**src/sv/snlc_pkg.sv**
```systemverilog
// shared types and constants for the scrambler / nrzi line coder
package snlc_pkg;

   localparam int unsigned ShiftWidth = 17;
   localparam int unsigned ByteWidth  = 8;
   localparam int unsigned CsrIndexWidth = 2;
   localparam int unsigned CsrDataWidth  = ShiftWidth;

   // scrambler taps for 1 + x^12 + x^17
   localparam int unsigned TapA = 11;
   localparam int unsigned TapB = 16;

   // register indexes
   localparam logic [CsrIndexWidth-1:0] CSR_DIRECTION       = 2'd0;
   localparam logic [CsrIndexWidth-1:0] CSR_SCRAMBLE_ENABLE = 2'd1;
   localparam logic [CsrIndexWidth-1:0] CSR_NRZI_ENABLE     = 2'd2;
   localparam logic [CsrIndexWidth-1:0] CSR_SCRAMBLER_SEED  = 2'd3;

   localparam logic DIR_TRANSMIT = 1'b0;
   localparam logic DIR_RECEIVE  = 1'b1;

   localparam logic [ShiftWidth-1:0] SEED_RESET = '0;
   localparam logic LEVEL_IDLE = 1'b1;

   typedef struct packed {
      logic direction;
      logic scramble_enable;
      logic nrzi_enable;
   } mode_type;

endpackage

```
**src/sv/snlc_coder.sv**
```systemverilog
// one byte of nrzi coding and scrambling, bit 0 first, as combinational logic
module snlc_coder (
   input  snlc_pkg::mode_type                   mode,
   input  logic [snlc_pkg::ByteWidth-1:0]       data_byte,
   input  logic [snlc_pkg::ShiftWidth-1:0]      shift_start,
   input  logic                                 level_start,
   output logic [snlc_pkg::ByteWidth-1:0]       coded_byte,
   output logic [snlc_pkg::ShiftWidth-1:0]      shift_end,
   output logic                                 level_end
);

   always_comb begin
      logic [snlc_pkg::ShiftWidth-1:0] sr;
      logic                            lvl;
      logic                            bit_v;
      logic                            rx;
      logic                            fb;
      sr  = shift_start;
      lvl = level_start;
      rx  = 1'b0;
      coded_byte = '0;
      for (int b = 0; b < snlc_pkg::ByteWidth; b++) begin
         bit_v = data_byte[b];
         fb    = sr[snlc_pkg::TapA] ^ sr[snlc_pkg::TapB];
         if (mode.direction == snlc_pkg::DIR_TRANSMIT) begin
            if (mode.nrzi_enable) begin
               // zero toggles the line level
               lvl   = lvl ^ ~bit_v;
               bit_v = lvl;
            end
            if (mode.scramble_enable) begin
               bit_v = bit_v ^ fb;
               sr    = {sr[snlc_pkg::ShiftWidth-2:0], bit_v};
            end
         end else begin
            if (mode.scramble_enable) begin
               rx    = bit_v;
               bit_v = rx ^ fb;
               sr    = {sr[snlc_pkg::ShiftWidth-2:0], rx};
            end
            if (mode.nrzi_enable) begin
               rx    = bit_v;
               bit_v = ~(rx ^ lvl);
               lvl   = rx;
            end
         end
         coded_byte[b] = bit_v;
      end
      shift_end = sr;
      level_end = lvl;
   end

endmodule

```
**src/sv/scrambler_nrzi_line_coder.sv**
```systemverilog
// top level of the byte-wide scrambler / nrzi line coder
//
//   channel  | ports                                                  | direction
//   ---------+--------------------------------------------------------+----------
//   request  | req_valid/ready, data_byte, last_of_frame, reload_seed | in
//   response | rsp_valid/ready, coded_byte                            | out
//   csr      | csr_write_enable, csr_index, csr_data                  | in
//
// one request per cycle while the response is not stalled; a request is held
// in the input register, then its coded byte goes to the response register,
// which drives rsp_valid. scrambler register and nrzi level are updated when
// a request moves from the input register to the response register. reset
// is synchronous: it clears the valid flags, selects transmit with scrambling
// and nrzi on, loads the reset seed and sets the line level to one. a stalled
// response holds the input register, which keeps accepting until it is full.
module scrambler_nrzi_line_coder (
   input  logic                                   clock,
   input  logic                                   reset,
   input  logic                                   req_valid,
   output logic                                   req_ready,
   input  logic [snlc_pkg::ByteWidth-1:0]         req_data_byte,
   input  logic                                   req_last_of_frame,
   input  logic                                   req_reload_seed,
   output logic                                   rsp_valid,
   input  logic                                   rsp_ready,
   output logic [snlc_pkg::ByteWidth-1:0]         rsp_coded_byte,
   input  logic                                   csr_write_enable,
   input  logic [snlc_pkg::CsrIndexWidth-1:0]     csr_index,
   input  logic [snlc_pkg::CsrDataWidth-1:0]      csr_data
);

   snlc_pkg::mode_type                   mode_ff;
   logic [snlc_pkg::ShiftWidth-1:0]      seed_ff;

   logic                                 in_valid_ff;
   logic [snlc_pkg::ByteWidth-1:0]       in_data_ff;
   logic                                 in_last_ff;
   logic                                 in_reload_ff;

   logic                                 out_valid_ff;
   logic [snlc_pkg::ByteWidth-1:0]       out_data_ff;

   logic [snlc_pkg::ShiftWidth-1:0]      shift_ff;
   logic                                 level_ff;

   logic [snlc_pkg::ShiftWidth-1:0]      shift_start;
   logic [snlc_pkg::ShiftWidth-1:0]      shift_in;
   logic                                 level_coded;
   logic                                 level_in;
   logic [snlc_pkg::ByteWidth-1:0]       coded_in;
   logic                                 advance;

   assign advance   = in_valid_ff && (!out_valid_ff || rsp_ready);
   assign req_ready = !in_valid_ff || advance;

   // reload happens before the byte is coded
   assign shift_start = in_reload_ff ? seed_ff : shift_ff;

   snlc_coder u_coder (
      .mode        (mode_ff),
      .data_byte   (in_data_ff),
      .shift_start (shift_start),
      .level_start (level_ff),
      .coded_byte  (coded_in),
      .shift_end   (shift_in),
      .level_end   (level_coded)
   );

   assign level_in = in_last_ff ? snlc_pkg::LEVEL_IDLE : level_coded;

   always_ff @(posedge clock) begin
      if (reset) begin
         mode_ff <= '{direction: snlc_pkg::DIR_TRANSMIT,
                      scramble_enable: 1'b1, nrzi_enable: 1'b1};
         seed_ff <= snlc_pkg::SEED_RESET;
      end else if (csr_write_enable) begin
         case (csr_index)
            snlc_pkg::CSR_DIRECTION:       mode_ff.direction       <= csr_data[0];
            snlc_pkg::CSR_SCRAMBLE_ENABLE: mode_ff.scramble_enable <= csr_data[0];
            snlc_pkg::CSR_NRZI_ENABLE:     mode_ff.nrzi_enable     <= csr_data[0];
            snlc_pkg::CSR_SCRAMBLER_SEED:  seed_ff                 <= csr_data;
            default: ;
         endcase
      end
   end

   always_ff @(posedge clock) begin
      if (reset) begin
         in_valid_ff  <= 1'b0;
         out_valid_ff <= 1'b0;
         shift_ff     <= snlc_pkg::SEED_RESET;
         level_ff     <= snlc_pkg::LEVEL_IDLE;
      end else begin
         if (req_ready) begin
            in_valid_ff <= req_valid;
         end
         if (advance) begin
            out_valid_ff <= 1'b1;
            shift_ff     <= shift_in;
            level_ff     <= level_in;
         end else if (rsp_ready) begin
            out_valid_ff <= 1'b0;
         end
      end
   end

   always_ff @(posedge clock) begin
      if (req_valid && req_ready) begin
         in_data_ff   <= req_data_byte;
         in_last_ff   <= req_last_of_frame;
         in_reload_ff <= req_reload_seed;
      end
      if (advance) begin
         out_data_ff <= coded_in;
      end
   end

   assign rsp_valid      = out_valid_ff;
   assign rsp_coded_byte = out_data_ff;

endmodule
```
**config.mk**
```make
export PLATFORM = sky130hd
export DESIGN_NAME = scrambler_nrzi_line_coder
export DESIGN_NICKNAME = d
export VERILOG_FILES = /design/src/sv/snlc_pkg.sv /design/src/sv/snlc_coder.sv /design/src/sv/scrambler_nrzi_line_coder.sv
export SDC_FILE = /design/constraint.sdc
export NUM_CORES = 1
export LEC_CHECK = 0
export BUFFER_PORTS_ARGS = -buffer_cell sky130_fd_sc_hd__buf_2
export CORE_MARGIN = 1.5
export CORE_UTILIZATION = 45
export DETAILED_ROUTE_END_ITERATION = 16
export PLACE_DENSITY = 0.76
export SYNTH_ARGS = -nofsm -noshare
export SYNTH_HDL_FRONTEND = slang
export SYNTH_SLANG_ARGS = --single-unit
```
**constraint.sdc**
```tcl
create_clock -name clock -period 2.5 [get_ports clock]
set_input_delay 0.375 -clock clock [delete_from_list [all_inputs] [get_ports clock]]
set_output_delay 0.375 -clock clock [all_outputs]
set_load 0.02 [all_outputs]
```
## Word-level counts from Yosys, hierarchy flattened

Cells that the tools add are included.

| operators by class | value |
|---|---|
| eq/ne operators | 3 |
| reductions and logical operators | 12 |
| muxes and demuxes | 108 |
| bitwise operators | 56 |

Operators with widths:

| cell | count |
|---|---|
| two-way mux 17 bit | 25 |
| two-way mux 1 bit | 83 |
| XOR 1 bit | 40 |
| inverter 1 bit | 16 |
| AND reduction 2 bit | 4 |
| equality test 2 bit (second input constant) | 2 |
| equality test 2 x 1 -> 1 bit (second input constant) | 1 |
| logical AND 1 bit | 2 |
| zero test 1 bit | 2 |
| zero test 2 bit | 1 |
| logical OR 1 bit | 2 |
| nonzero test 2 bit | 1 |

| word-level totals | value |
|---|---|
| output and inout port bits | 10 |
| bits of input ports | 34 |
| register bits after elaboration | 58 |
| word-level logic and storage cells | 191 |

## Logic depth before layout (Yosys ltp)

Gate-level depths: netlist (run 1).

| logic depth | value |
|---|---|
| depth after elaboration | 51 |
| mapped depth | 12 |
| mapped depth without buffers | 10 |

## Modules after synthesis

A second synthesis (run 1) with hierarchy kept.

| second synthesis, totals | value |
|---|---|
| cells, all modules | 358 |
| area, all modules | 3414.5 um2 |

By module, submodules not included:

| module | area an instance (um2) | seq. area each (um2) | instances | cells each |
|---|---|---|---|---|
| scrambler_nrzi_line_coder | 2399.8 | 1341.3 | 1 | 214 |
| snlc_coder | 1014.7 | 0.0 | 1 | 144 |

## Least setup slack after synthesis (run 1)

OpenSTA, ideal clock, no wires.

| path | value |
|---|---|
| kind | flip-flop to flip-flop |
| start point | register in_reload_ff |
| end point | register shift_ff[2] in the netlist's numbering |
| period minus slack after synthesis | 2.615 ns |
| path slack | -0.115 ns |
| library setup time | 0.115 ns |
| stages on the path, launching flop included | 12 |
| data arrival time | 2.501 ns |
| buffers on the path | 1 |
| data required time | 2.385 ns |
| cells stage by stage | edfxtp_1 buf_4 and4b_1 a32oi_2 a311oi_2 or3_1 a41oi_2 xnor2_2 a21oi_2 mux2i_2 xnor2_1 o21a_1 |

| on the way | value |
|---|---|
| cells in the longest elaborated chain, start to end | 29 |
| elaborated cells between the ends (all ways) | 81 |
| those cells by class | mux: 59; bitwise: 22 |

Ends and longest elaborated chain:

| element | RTL line | source |
|---|---|---|
| start, declared | scrambler_nrzi_line_coder.sv:38 | `logic in_reload_ff;` |
| start signal, assigned | scrambler_nrzi_line_coder.sv:111 | `in_reload_ff <= req_reload_seed;` |
| two-way mux 17 bit * | scrambler_nrzi_line_coder.sv:57 | `assign shift_start = in_reload_ff ? seed_ff : shift_ff;` |
| XOR 1 bit | snlc_coder.sv:24 | `fb = sr[snlc_pkg::TapA] ^ sr[snlc_pkg::TapB];` |
| XOR 1 bit | snlc_coder.sv:38 | `bit_v = rx ^ fb;` |
| two-way mux 1 bit | snlc_coder.sv:36 | `if (mode.scramble_enable) begin` |
| two-way mux 1 bit | snlc_coder.sv:25 | `if (mode.direction == snlc_pkg::DIR_TRANSMIT) begin` |
| two-way mux 1 bit | snlc_coder.sv:41 | `if (mode.nrzi_enable) begin` |
| two-way mux 1 bit | snlc_coder.sv:25 |  |
| XOR 1 bit | snlc_coder.sv:28 | `lvl = lvl ^ ~bit_v;` |
| [... 13 more ...] | n/a |  |
| two-way mux 1 bit | snlc_coder.sv:25 |  |
| XOR 1 bit | snlc_coder.sv:32 | `bit_v = bit_v ^ fb;` |
| two-way mux 17 bit | snlc_coder.sv:31 | `if (mode.scramble_enable) begin` |
| two-way mux 17 bit * | snlc_coder.sv:25 |  |
| two-way mux 17 bit, on equally long branches | snlc_coder.sv:31, snlc_coder.sv:36 |  |
| two-way mux 17 bit * | snlc_coder.sv:25 |  |
| two-way mux 17 bit, on equally long branches | snlc_coder.sv:31, snlc_coder.sv:36 |  |
| two-way mux 17 bit * | snlc_coder.sv:25 |  |
| end signal, assigned | scrambler_nrzi_line_coder.sv:91 | `shift_ff <= snlc_pkg::SEED_RESET;` |
| end signal, assigned | scrambler_nrzi_line_coder.sv:99 | `shift_ff <= shift_in;` |
| end, declared | scrambler_nrzi_line_coder.sv:43 | `logic [snlc_pkg::ShiftWidth-1:0] shift_ff;` |

Every way passes the cells marked *; elsewhere a longest branch is shown, timed or not. The select of a mux whose other input is x is not followed.
A chain may end at the register's enable or synchronous reset.

## Worst setup path after layout (run 1)

| path | value |
|---|---|
| start point | register in_data_ff[0] in the netlist's numbering |
| end point | register shift_ff[2] in the netlist's numbering |

| on the way | value |
|---|---|
| cells in the longest elaborated chain, start to end | 27 |
| elaborated cells between the ends (all ways) | 67 |
| those cells by class | mux: 53; bitwise: 14 |

Ends and longest elaborated chain:

| element | RTL line | source |
|---|---|---|
| start, declared | scrambler_nrzi_line_coder.sv:36 | `logic [snlc_pkg::ByteWidth-1:0] in_data_ff;` |
| start signal, assigned | scrambler_nrzi_line_coder.sv:109 | `in_data_ff <= req_data_byte;` |
| XOR 1 bit | snlc_coder.sv:38 |  |
| two-way mux 1 bit | snlc_coder.sv:36 |  |
| two-way mux 1 bit | snlc_coder.sv:25 |  |
| two-way mux 1 bit | snlc_coder.sv:41 |  |
| two-way mux 1 bit | snlc_coder.sv:25 |  |
| XOR 1 bit | snlc_coder.sv:28 |  |
| two-way mux 1 bit | snlc_coder.sv:26 | `if (mode.nrzi_enable) begin` |
| two-way mux 1 bit | snlc_coder.sv:25 |  |
| [... 11 more ...] | n/a |  |
| two-way mux 1 bit | snlc_coder.sv:25 |  |
| XOR 1 bit | snlc_coder.sv:32 |  |
| two-way mux 17 bit | snlc_coder.sv:31 |  |
| two-way mux 17 bit * | snlc_coder.sv:25 |  |
| two-way mux 17 bit, on equally long branches | snlc_coder.sv:31, snlc_coder.sv:36 |  |
| two-way mux 17 bit * | snlc_coder.sv:25 |  |
| two-way mux 17 bit, on equally long branches | snlc_coder.sv:31, snlc_coder.sv:36 |  |
| two-way mux 17 bit * | snlc_coder.sv:25 |  |

Marks and branches as above.

==> results.ini, run 1 <==
[sta]
worst_slew_pin_slew_ns = 0.632
hold_viol_final = 0
finalSetupViolCount = 9
worst_slack_ns = -0.245
skew_ns = 0.00886
rsz0062_at_grt = true
fin_tns_setup_ns = -1.58
drv_slew = 0
fin_crit_sh_pct = 110
max_slew_margin_pct = 57.8
whs_ns = 0.205
finalCriticalPeriod_ns = 2.74
max_freq_mhz = 364

[synth]
synth-xor-area-share_pct = 11.3
netlist_instances = 421
async_reset_ff_share_pct = 0
synthMuxAreaShare_pct = 5.50
yosysWarnings = 0
synth_top_family_by_area = simple AND/OR/NAND/NOR gates
synth_compound_area_share_pct = 18.7
synth.area.top_cells = dfxtp_1 22%, edfxtp_1 15%, nand2_1 8.4%
yosys-top-cells-count = 80 x nand2_1, 40 x dfxtp_1, 33 x nor2_1
mappedNetlistNets = 455
synth-edff-count = 18
synth_top_area_share_pct = 22.4
yosysMostFrequentCell = nand2_1
yosysTopAreaCell = dfxtp_1
yosys.area_share.simple_pct = 22.5
ys_seq_area_share_pct = 37.6
syn_area_per_cell_um2 = 8.48
yosys.cell_types.count = 62
synth_fa_ha_area_share_pct = 0
syn-cell-area_um2 = 3570
ys_ff_latch = 58
synth_ff_type = dfxtp_1

[die]
initial_core_util_pct = 46.4
chipHeight_um = 92.1
die_area_um2 = 8480
coreArea_um2 = 7690
die_w_um = 92.1
pin_count = 44
row_count = 32

[clock_tree]
clk_pin_slew_ns = 0.07
clock-sinks = 58
cts_hold_buf = 0
clk_latency_ns = 0.35
cts_root_buf = clkbuf_8
cts_tree = done
cts_max_level = 3
clk_path_buf_depth = 2
cts_buffers = 9

[global_routing]
grt_pass1_vias = 3185
grt_max_degree = 28
grt_pass1_wl_um = 15500
grt_overflow = 0
grt_use_total_pct = 23.8
antenna_found_initial = 0

[cells_and_area]
design_area_um2 = 4550
antenna_cells = 0
layout.nets = 534
layout.cells.non_filler = 607
syn_to_final_growth_pct = 27.4
finish.utilization_pct = 59.2
fillers = 664
drive_gt1_share_pct = 29.7

[routing]
vias_per_cell = 5.67
vias = 3440
wl_um = 9890
drtAntennaViolNets = 0
drt_first_pass_iters = 5
wire_per_inst_um = 16.3
first_iter_violations = 266
drc = 0

[placed_design]
dp_hpwl_um = 7030
port_buffers = 43
place.gp.congestion = 0.990
place_area_um2 = 4180
place_ws_ns = -0.178
dp_cells = 588

[power_and_ir_drop]
ir_drop_mv = 0.349
powerDensity_nw_per_um2 = 595
report.power.total_mw = 2.71
p_leak_nw = 1.82

[critical_path]
worstPathMaxFanout = 7
cp-start-kind = flip-flop
worst-endpoint-required_ns = 2.75
worstSetupPathType = reg -> reg
crit_path_end_kind = flip-flop
worstPathArrival_ns = 2.99

[job]
maxCapViolations = 0

[status]
status = finished with violations
failed_checks = negative setup slack

[min_path]
min_path_type = in -> reg

cells in the final DEF (no fill, tap or decap), types with 4 or more instances in the layout:
cell type	count
nand2_1	79
clkbuf_8	10
nand3_1	11
a221oi_1	5
o21ai_0	18
o211ai_1	7
mux2i_1	14
inv_1	6
nor2_1	33
a21oi_1	31
buf_2	43
nor3_1	8
edfxtp_1	18
buf_6	4
a211oi_1	4
buf_4	50
nand2b_1	6
dfxtp_1	38
xor2_1	12
nand3b_1	5
xnor2_1	29
cell type report:
class                           instances  area (um^2)  area share, %
Multi-Input combinational cell        326         2190           48.1
Sequential cell                        58         1340           29.5
Timing Repair Buffer                   98          656           14.4
Clock buffer                           13          191           4.21
Tap cell                              102          128           2.81
Inverter                                7         26.3          0.578
Clock inverter                          3         16.3          0.358
repair_timing:
action | CTS | global route
setup endpoints to repair | 10 | 11
pin swaps | 4 | 4
buffers inserted | 1 | 2
resized for setup | 5 | 21
gates cloned | 0 | 0
layer usage:
layer / track usage, % / part of all wire (%) / vias up / wire length, um
li1: - / - / 1636 / -
met1: 30.0 / 43 / 1636 / 4220
met2: 39.2 / 48 / 145 / 4790
met3: 3.48 / 5.6 / 23 / 557
met4: 12.3 / 3.3 / 0 / 324
met5: 0 / 0 / - / 0
worst max-delay path: stages (launching register included):
cell and delay [ns]:
edfxtp_1 0.52, and4b_1 0.33, a32oi_2 0.10, a311oi_4 0.46, o21ai_0 0.17, a41oi_2 0.26
xnor2_2 0.11, a21oi_2 0.15, mux2i_2 0.28, xnor2_1 0.11, o21a_1 0.16
registers in the layout (all words and copies together) (netlist names):
signal / flops
level_ff: 1
in_data_ff: 8
in_valid_ff: 1
in_reload_ff: 1
rsp_coded_byte: 8
seed_ff: 17
shift_ff: 17
in_last_ff: 1
mode_ff: 3
rsp_valid: 1
kinds of logic (layout without fill, tap and decap cells):
group / Yosys count / in the layout
multiplexers: 18 / 18
XOR/XNOR: 45 / 45
buffers and inverters: 37 / 121
AO/OA/AOI/OAI: 92 / 92
flip-flops: 58 / 58
AND/OR/NAND/NOR: 171 / 171
final timing paths:
path | startpoint | endpoint | slack, ns | depth (start not counted)
setup / recovery | in_data_ff[0] | shift_ff[2] | -0.24 | 10
hold / removal | req_data_byte[0] | in_data_ff[0] | 0.21 | 1
setup reg to reg | in_data_ff[0] | shift_ff[2] | -0.24 | 10
hold reg to reg | seed_ff[5] | seed_ff[5] | 0.46 | 2
where the power goes:
| group | switching (mW) | total, mW | internal, mW |
|---|---|---|---|
| clock | 0.386 | 0.891 | 0.505 |
| sequential | 0.0458 | 1.09 | 1.04 |
| combinational | 0.387 | 0.727 | 0.340 |
No activity file was read; power rests on OpenSTA's default activity.
==> run 2: changes to the inputs <==
--- a/config.mk
+++ b/config.mk
@@ -6,6 +6,8 @@
 export NUM_CORES = 1
 export LEC_CHECK = 0
 export BUFFER_PORTS_ARGS = -buffer_cell sky130_fd_sc_hd__buf_2
+export CAP_MARGIN = 0
+export CORE_ASPECT_RATIO = 1.5
 export CORE_MARGIN = 1.5
 export CORE_UTILIZATION = 45
 export DETAILED_ROUTE_END_ITERATION = 16
==> results.ini, run 2 (synthesis gave the netlist of run 1 again) <==
[status]
status = finished with violations  ; unchanged
failed_checks = negative setup slack  ; unchanged

[power_and_ir_drop]
p_leak_nw = 1.87  ; was 1.82 nW
report.power.total_mw = 2.97  ; was 2.71 mW
ir_drop_mv = 0.412  ; was 0.349 mV
powerDensity_nw_per_um2 = 646  ; was 595 nW/um^2

[routing]
met1_length_um = 3720  ; was 4220 um
drt_first_pass_iters = 8  ; was 5
vias = 3453  ; was 3,440
wl_um = 9980  ; was 9890 um
first_iter_violations = 272  ; was 266
routed.top_layer = met4  ; unchanged
wl_met3_um = 467  ; was 557 um
drtAntennaViolNets = 0  ; unchanged
wl_met2_um = 5170  ; was 4790 um
drc = 0  ; unchanged
wire_per_inst_um = 16.3  ; about the same
vias_per_cell = 5.63  ; was 5.67

[cells_and_area]
antenna_cells = 0  ; unchanged
design_area_um2 = 4610  ; was 4550 um^2
top_regs = seed_ff (17), shift_ff (17)  ; unchanged
layout_commonest_cell = nand2_1  ; unchanged
syn_to_final_growth_pct = 29.0  ; was 27.4%
final_cell_mix = 79 x nand2_1, 60 x buf_4, 43 x buf_2  ; was 79 x nand2_1, 50 x buf_4, 43 x buf_2
finish.utilization_pct = 60.1  ; was 59.2%
layout.nets = 540  ; was 534
fillers = 652  ; was 664
drive_gt1_share_pct = 29.4  ; was 29.7%

[sta]
whs_ns = 0.214  ; was 0.205 ns
skew_ns = 0.00723  ; was 0.00886 ns
hold_viol_final = 0  ; unchanged
rsz0062_at_grt = true  ; unchanged
worst_slew_pin_slew_ns = 0.650  ; was 0.632 ns
finalSetupViolCount = 11  ; was 9
max_freq_mhz = 358  ; was 364 MHz
fin_crit_sh_pct = 112  ; was 110%
finalCriticalPeriod_ns = 2.80  ; was 2.74 ns
worst_slack_ns = -0.295  ; was -0.245 ns
max_slew_margin_pct = 56.5  ; was 57.8%
drv_slew = 0  ; unchanged

[die]
coreArea_um2 = 7660  ; was 7690 um^2
pin_count = 44  ; unchanged
initial_core_util_pct = 46.6  ; was 46.4%
die_w_um = 75.7  ; was 92.1 um
die_area_um2 = 8490  ; was 8480 um^2
chipHeight_um = 112  ; was 92.1 um
row_count = 39  ; was 32

[placed_design]
place.gp.congestion = 0.888  ; was 0.990
port_buffers = 43  ; unchanged
place_ws_ns = -0.243  ; was -0.178 ns
dp_hpwl_um = 6970  ; was 7030 um
place_area_um2 = 4190  ; was 4180 um^2

[global_routing]
grt_overflow = 0  ; unchanged
grt_max_degree = 28  ; unchanged
grt_use_total_pct = 24.9  ; was 23.8%
grt_pass1_vias = 3413  ; was 3,185
grt_pass1_wl_um = 15900  ; was 15,500 um
antenna_found_initial = 0  ; unchanged

[critical_path]
cp-start-kind = flip-flop  ; unchanged
worstPathArrival_ns = 2.99  ; about the same
worstSetupPathType = reg -> reg  ; unchanged
worst-endpoint-required_ns = 2.69  ; was 2.75 ns
worstPathMaxFanout = 6  ; was 7
crit_path_end_kind = flip-flop  ; unchanged

[clock_tree]
cts_buffers = 9  ; unchanged
cts_tree = done  ; unchanged
cts_hold_buf = 0  ; unchanged
clk_path_buf_depth = 2  ; unchanged
clock-sinks = 58  ; unchanged
cts_root_buf = clkbuf_16  ; was clkbuf_8
clk_latency_ns = 0.34  ; was 0.35 ns
clk_pin_slew_ns = 0.05  ; was 0.07 ns
cts_max_level = 3  ; unchanged

[min_path]
min_path_type = in -> reg  ; unchanged

[job]
maxCapViolations = 0  ; unchanged

run 2: cell types whose count changed in the layout (fill, tap and decap cells not counted), sizes merged:
cell,delta
buf,+6
inv,-1
clkbuf,+1
run 2: per-layer routing:
metal | up-vias | GRT usage [%]
li1 | 1647 | -
met1 | 1618 | 26.3
met2 | 146 | 41.0
met3 | 42 | 5.48
met4 | 0 | 19.9
met5 | - | 0
run 2: power by group:
part | total (mW) | leakage (nW) | switching [mW] | internal [mW]
clock | 1.16 | 0.142 | 0.406 | 0.753
combinational | 0.722 | 1.23 | 0.380 | 0.342
sequential | 1.09 | 0.499 | 0.0455 | 1.05
total | 2.97 | 1.87 | 0.832 | 2.14
run 2: final timing paths:
check                  endpoint  depth (start not counted)              from  slack [ns]
setup / recovery       level_ff                         11      in_reload_ff       -0.30
hold / removal    in_data_ff[0]                          1  req_data_byte[0]        0.21
setup reg to reg       level_ff                         11      in_reload_ff       -0.30
hold reg to reg      seed_ff[4]                          2        seed_ff[4]        0.46
run 2: cell type report:
| class | count | area [um^2] | share of cell area, % |
|---|---|---|---|
| Inverter | 7 | 26.3 | 0.570 |
| Timing Repair Buffer | 104 | 677 | 14.7 |
| Multi-Input combinational cell | 326 | 2150 | 46.6 |
| Tap cell | 102 | 128 | 2.77 |
| Clock inverter | 2 | 10.0 | 0.217 |
| Clock buffer | 14 | 275 | 5.98 |
| Sequential cell | 58 | 1340 | 29.1 |
run 2: what timing repair did:
| action | in CTS | in global routing |
|---|---|---|
| endpoints found under the setup margin | 10 | 12 |
| resized for setup | 3 | 14 |
| pin swaps | 3 | 8 |
| buffers inserted | 1 | 6 |
run 2: worst max-delay path, cell delays in order (launching register included):
cell      delay [ns]
edfxtp_1        0.44
buf_4           0.16
nand2_2         0.09
o221ai_1        0.28
o211ai_1        0.17
or4_4           0.51
o221ai_2        0.22
a21oi_4         0.07
xnor2_1         0.14
o221ai_2        0.24
xnor2_1         0.18
a41oi_2         0.13
run 2: metrics by stage:
step	TNS (ns)	cells
4_1_cts	-1.55	607
3_5_place_dp	-1.64	590
5_1_grt	-3.39	613
6_report	-2.09	613
2_1_floorplan	-0.158	421
3_3_place_gp	-0.677	590
